$ cat config.mk
export PLATFORM = sky130hd
export DESIGN_NAME = pwo_mul
export DESIGN_NICKNAME = d
export VERILOG_FILES = /design/src/design/pwo_mul.sv
export SDC_FILE = /design/constraint.sdc
export NUM_CORES = 2
export LEC_CHECK = 0
export ABC_AREA = 0
export ABC_CLOCK_PERIOD_IN_PS = 11900
export BUFFER_PORTS_ARGS = -buffer_cell sky130_fd_sc_hd__buf_2
export CORE_UTILIZATION = 55
export CTS_BUF_LIST = sky130_fd_sc_hd__clkbuf_2 sky130_fd_sc_hd__clkbuf_4 sky130_fd_sc_hd__clkbuf_8
export CTS_CLUSTER_SIZE = 40
export DETAILED_ROUTE_END_ITERATION = 16
export GPL_TIMING_DRIVEN = 1
export PLACE_DENSITY_LB_ADDON = 0.1
export SYNTH_ARGS = -nofsm -noshare
export SYNTH_HDL_FRONTEND = slang
export SYNTH_SLANG_ARGS = --single-unit
$ cat constraint.sdc
create_clock -name clk -period 11.9 [get_ports clk]
set_clock_uncertainty 0.1 [all_clocks]
set_input_delay 0.595 -clock clk [delete_from_list [all_inputs] [get_ports clk]]
set_output_delay 0.595 -clock clk [all_outputs]
set_load 0.01 [all_outputs]
$ cat src/design/pwo_mul.sv
// Shared signed 33x33 multiplier with registered product.
`timescale 1ns / 1ps
module pwo_mul (
  input  logic               clk,
  input  logic signed [32:0] a,
  input  logic signed [32:0] b,
  output logic signed [65:0] prod_r
);
  always_ff @(posedge clk) begin
    prod_r <= a * b;
  end
endmodule
==> results.sh <==
export IMPL_start_kind="primary input"
export IMPL_drc=20
export IMPL_synthCells=4338
export IMPL_htreeDepth=3
export IMPL_finalCritPeriodShare=0.718
export IMPL_io_pins=133
export IMPL_root_buffer="clkbuf_8"
export IMPL_drive_above_1_share=0.0470
export IMPL_synth_top_area_frac=0.563
export IMPL_yosys_most_used_dff="dfxtp_1"
export IMPL_tightest_slew_ns=1.07
export IMPL_hold_class="in2reg"
export IMPL_core_sq_um=73100
export IMPL_gp_congestion=0.961
export IMPL_ys_warn_count=0
export IMPL_crit_path_end_kind="flop"
export IMPL_top_register="prod_r"
export IMPL_clkTransAtPathRegs_ns=0.10
export IMPL_vias_per_cell=5.40
export IMPL_ctsResizeCount=0
export IMPL_syn_to_final_growth_pct=3.24
export IMPL_setup_slack_ns=3.36
export IMPL_first_global_vias=30500
export IMPL_vias=28300
export IMPL_rsz0062_at_grt="false"
export IMPL_initial_core_util=0.557
export IMPL_grt_antenna_before_repair=5
export IMPL_async_reset_ff_frac=0
export IMPL_ys_seq_area_frac=0.0324
export IMPL_crit_required_ns=12.07
export IMPL_dp_slack_ns=3.01
export IMPL_final_antenna_net_count=0
export IMPL_grt_max_degree=34
export IMPL_rows=99
export IMPL_arrival_ns=8.71
export IMPL_timing_hold_ws_ns=0.695
export IMPL_tns_ns=0
export IMPL_cts_max_path_buffers=2
export IMPL_cap_viol_max_count=0
export IMPL_overflow=0
export IMPL_largest_registers="prod_r (66)"
export IMPL_routedWlPerCell_um=20.7
export IMPL_fmax_mhz=117
export IMPL_syn_nets=5767
export IMPL_status="complete, but fails checks"
export IMPL_dieWidth_um=274
export IMPL_path_class="in2reg"
export IMPL_post_cts_buffers=0
export IMPL_drt_iter0_markers=1528
export IMPL_grt_util_all_layers=0.305
export IMPL_synth_seq_cells=66
export IMPL_die_area_sq_um=75200
export IMPL_synth_top_cell_by_area="fa_1"
export IMPL_fin_util=0.575
export IMPL_cts_buffers=9
export IMPL_die_y_um=274
export IMPL_setup_violations_final=0
export IMPL_min_period_ns=8.54
export IMPL_synth_edff_count=0
export IMPL_nFillCells=6716
export IMPL_cts_sinks=66
export IMPL_grt_pass1_wl_mm=172
export IMPL_cts_tree="built"
export IMPL_relSlewSlack=0.283
export IMPL_portBuffers=132
export IMPL_worstPathMaxFanout=33
export IMPL_dr_pass1_iters=11
export IMPL_ys_top_cells_by_area="fa_1, inv_1, and2_1, ha_1, nand2_1"
export IMPL_violations="design-rule violations"
export IMPL_hold_violations=0
export IMPL_finish_net_count=5705
export IMPL_syn_area_sq_um=40700
export IMPL_wirelength_mm=109
export IMPL_yosysUniqueCellTypes=80
export IMPL_slew_viol_final=0
export IMPL_synth_avg_cell_area_sq_um=9.39
export IMPL_largest_register_ff_count=66
export IMPL_place_hpwl_mm=88.3
export IMPL_cts_hold_buffers_added=0
metal layers:
layer / wire [um] / part of all wire / global-route usage
met5: 61 / 0.00056 / 0
met4: 5950 / 0.055 / 0.138
met3: 5490 / 0.051 / 0.0346
met2: 57300 / 0.53 / 0.540
met1: 39700 / 0.37 / 0.373
cell families (layout without fill, tap and decap cells):
logic type	after synthesis	after routing	synth area share
AOI/OAI and AO/OA	219	219	0.0407
DFF	66	66	0.0324
other	0	3	0
buffers and inverters	1352	1295	0.125
adders and majority gates	1362	1362	0.629
and+or+nand+nor	1271	1271	0.158
xor gates and xnor gates	68	68	0.0146
cell usage after synthesis, drive strengths merged, types with 6 or more instances:
master / count
o21a: 6
xnor2: 43
a211oi: 11
o21ai: 33
clkbuf: 208
o31ai: 7
o21bai: 11
and3: 6
nor3: 7
xor2: 25
and2: 563
nand2b: 12
a211o: 6
nand4: 12
nor2: 68
buf: 13
fa: 1145
ha: 217
a21o: 38
nand2: 551
inv: 1131
a21oi: 61
nand3: 26
dfxtp: 66
a31oi: 9
worst paths after layout:
check | from | endpoint | cells past startpoint
setup / recovery | a[32] | prod_r[58]$_DFF_P_ | 22
hold / removal | b[0] | prod_r[0]$_DFF_P_ | 2
worst max-delay path, stage by stage:
cell,delay [ns]
buf_2,0.58
nand2_1,0.20
inv_1,0.18
fa_1,0.50
fa_1,0.64
fa_1,0.66
fa_1,1.24
fa_1,0.58
fa_1,0.51
fa_1,0.49
inv_1,0.05
fa_1,0.47
inv_1,0.04
ha_1,0.42
and3_1,0.19
nand3_1,0.10
nand2b_1,0.24
a2111oi_4,0.35
a211oi_4,0.08
a21oi_2,0.23
nor4b_2,0.08
a311oi_1,0.26
through the flow:
step | cells | area, sq um
2_1_floorplan | 4338 | 40700
3_3_place_gp | 5224 | 41900
3_5_place_dp | 5224 | 41900
4_1_cts | 5240 | 42000
5_1_grt | 5241 | 42100
6_report | 5243 | 42100
area by class of cell:
type | instances | area (sq um) | share of cell area
inverter | 1131 | 4250 | 0.101
clock buffer | 9 | 124 | 0.00295
tap | 959 | 1200 | 0.0285
timing repair buffer | 148 | 781 | 0.0186
multi-input combinational | 2920 | 34300 | 0.816
sequential | 66 | 1320 | 0.0314
clock inverter | 7 | 60.1 | 0.00143
antenna | 3 | 7.51 | 0.000179
placed cells by master (no fill, tap or decap), types with 25 or more instances in the layout:
master and instances:
xor2_1 25, and2_1 562, nor2_1 68, xnor2_1 43, inv_1 1131, ha_1 217, nand3_1 25, a21oi_1 57
o21ai_0 25, a21o_1 36, dfxtp_1 66, fa_1 1145, buf_2 132, nand2_1 551
Power is left out: the tool's default activity adds up to more than one toggle a clock period on the data nets, which glitch-free logic cannot reach.
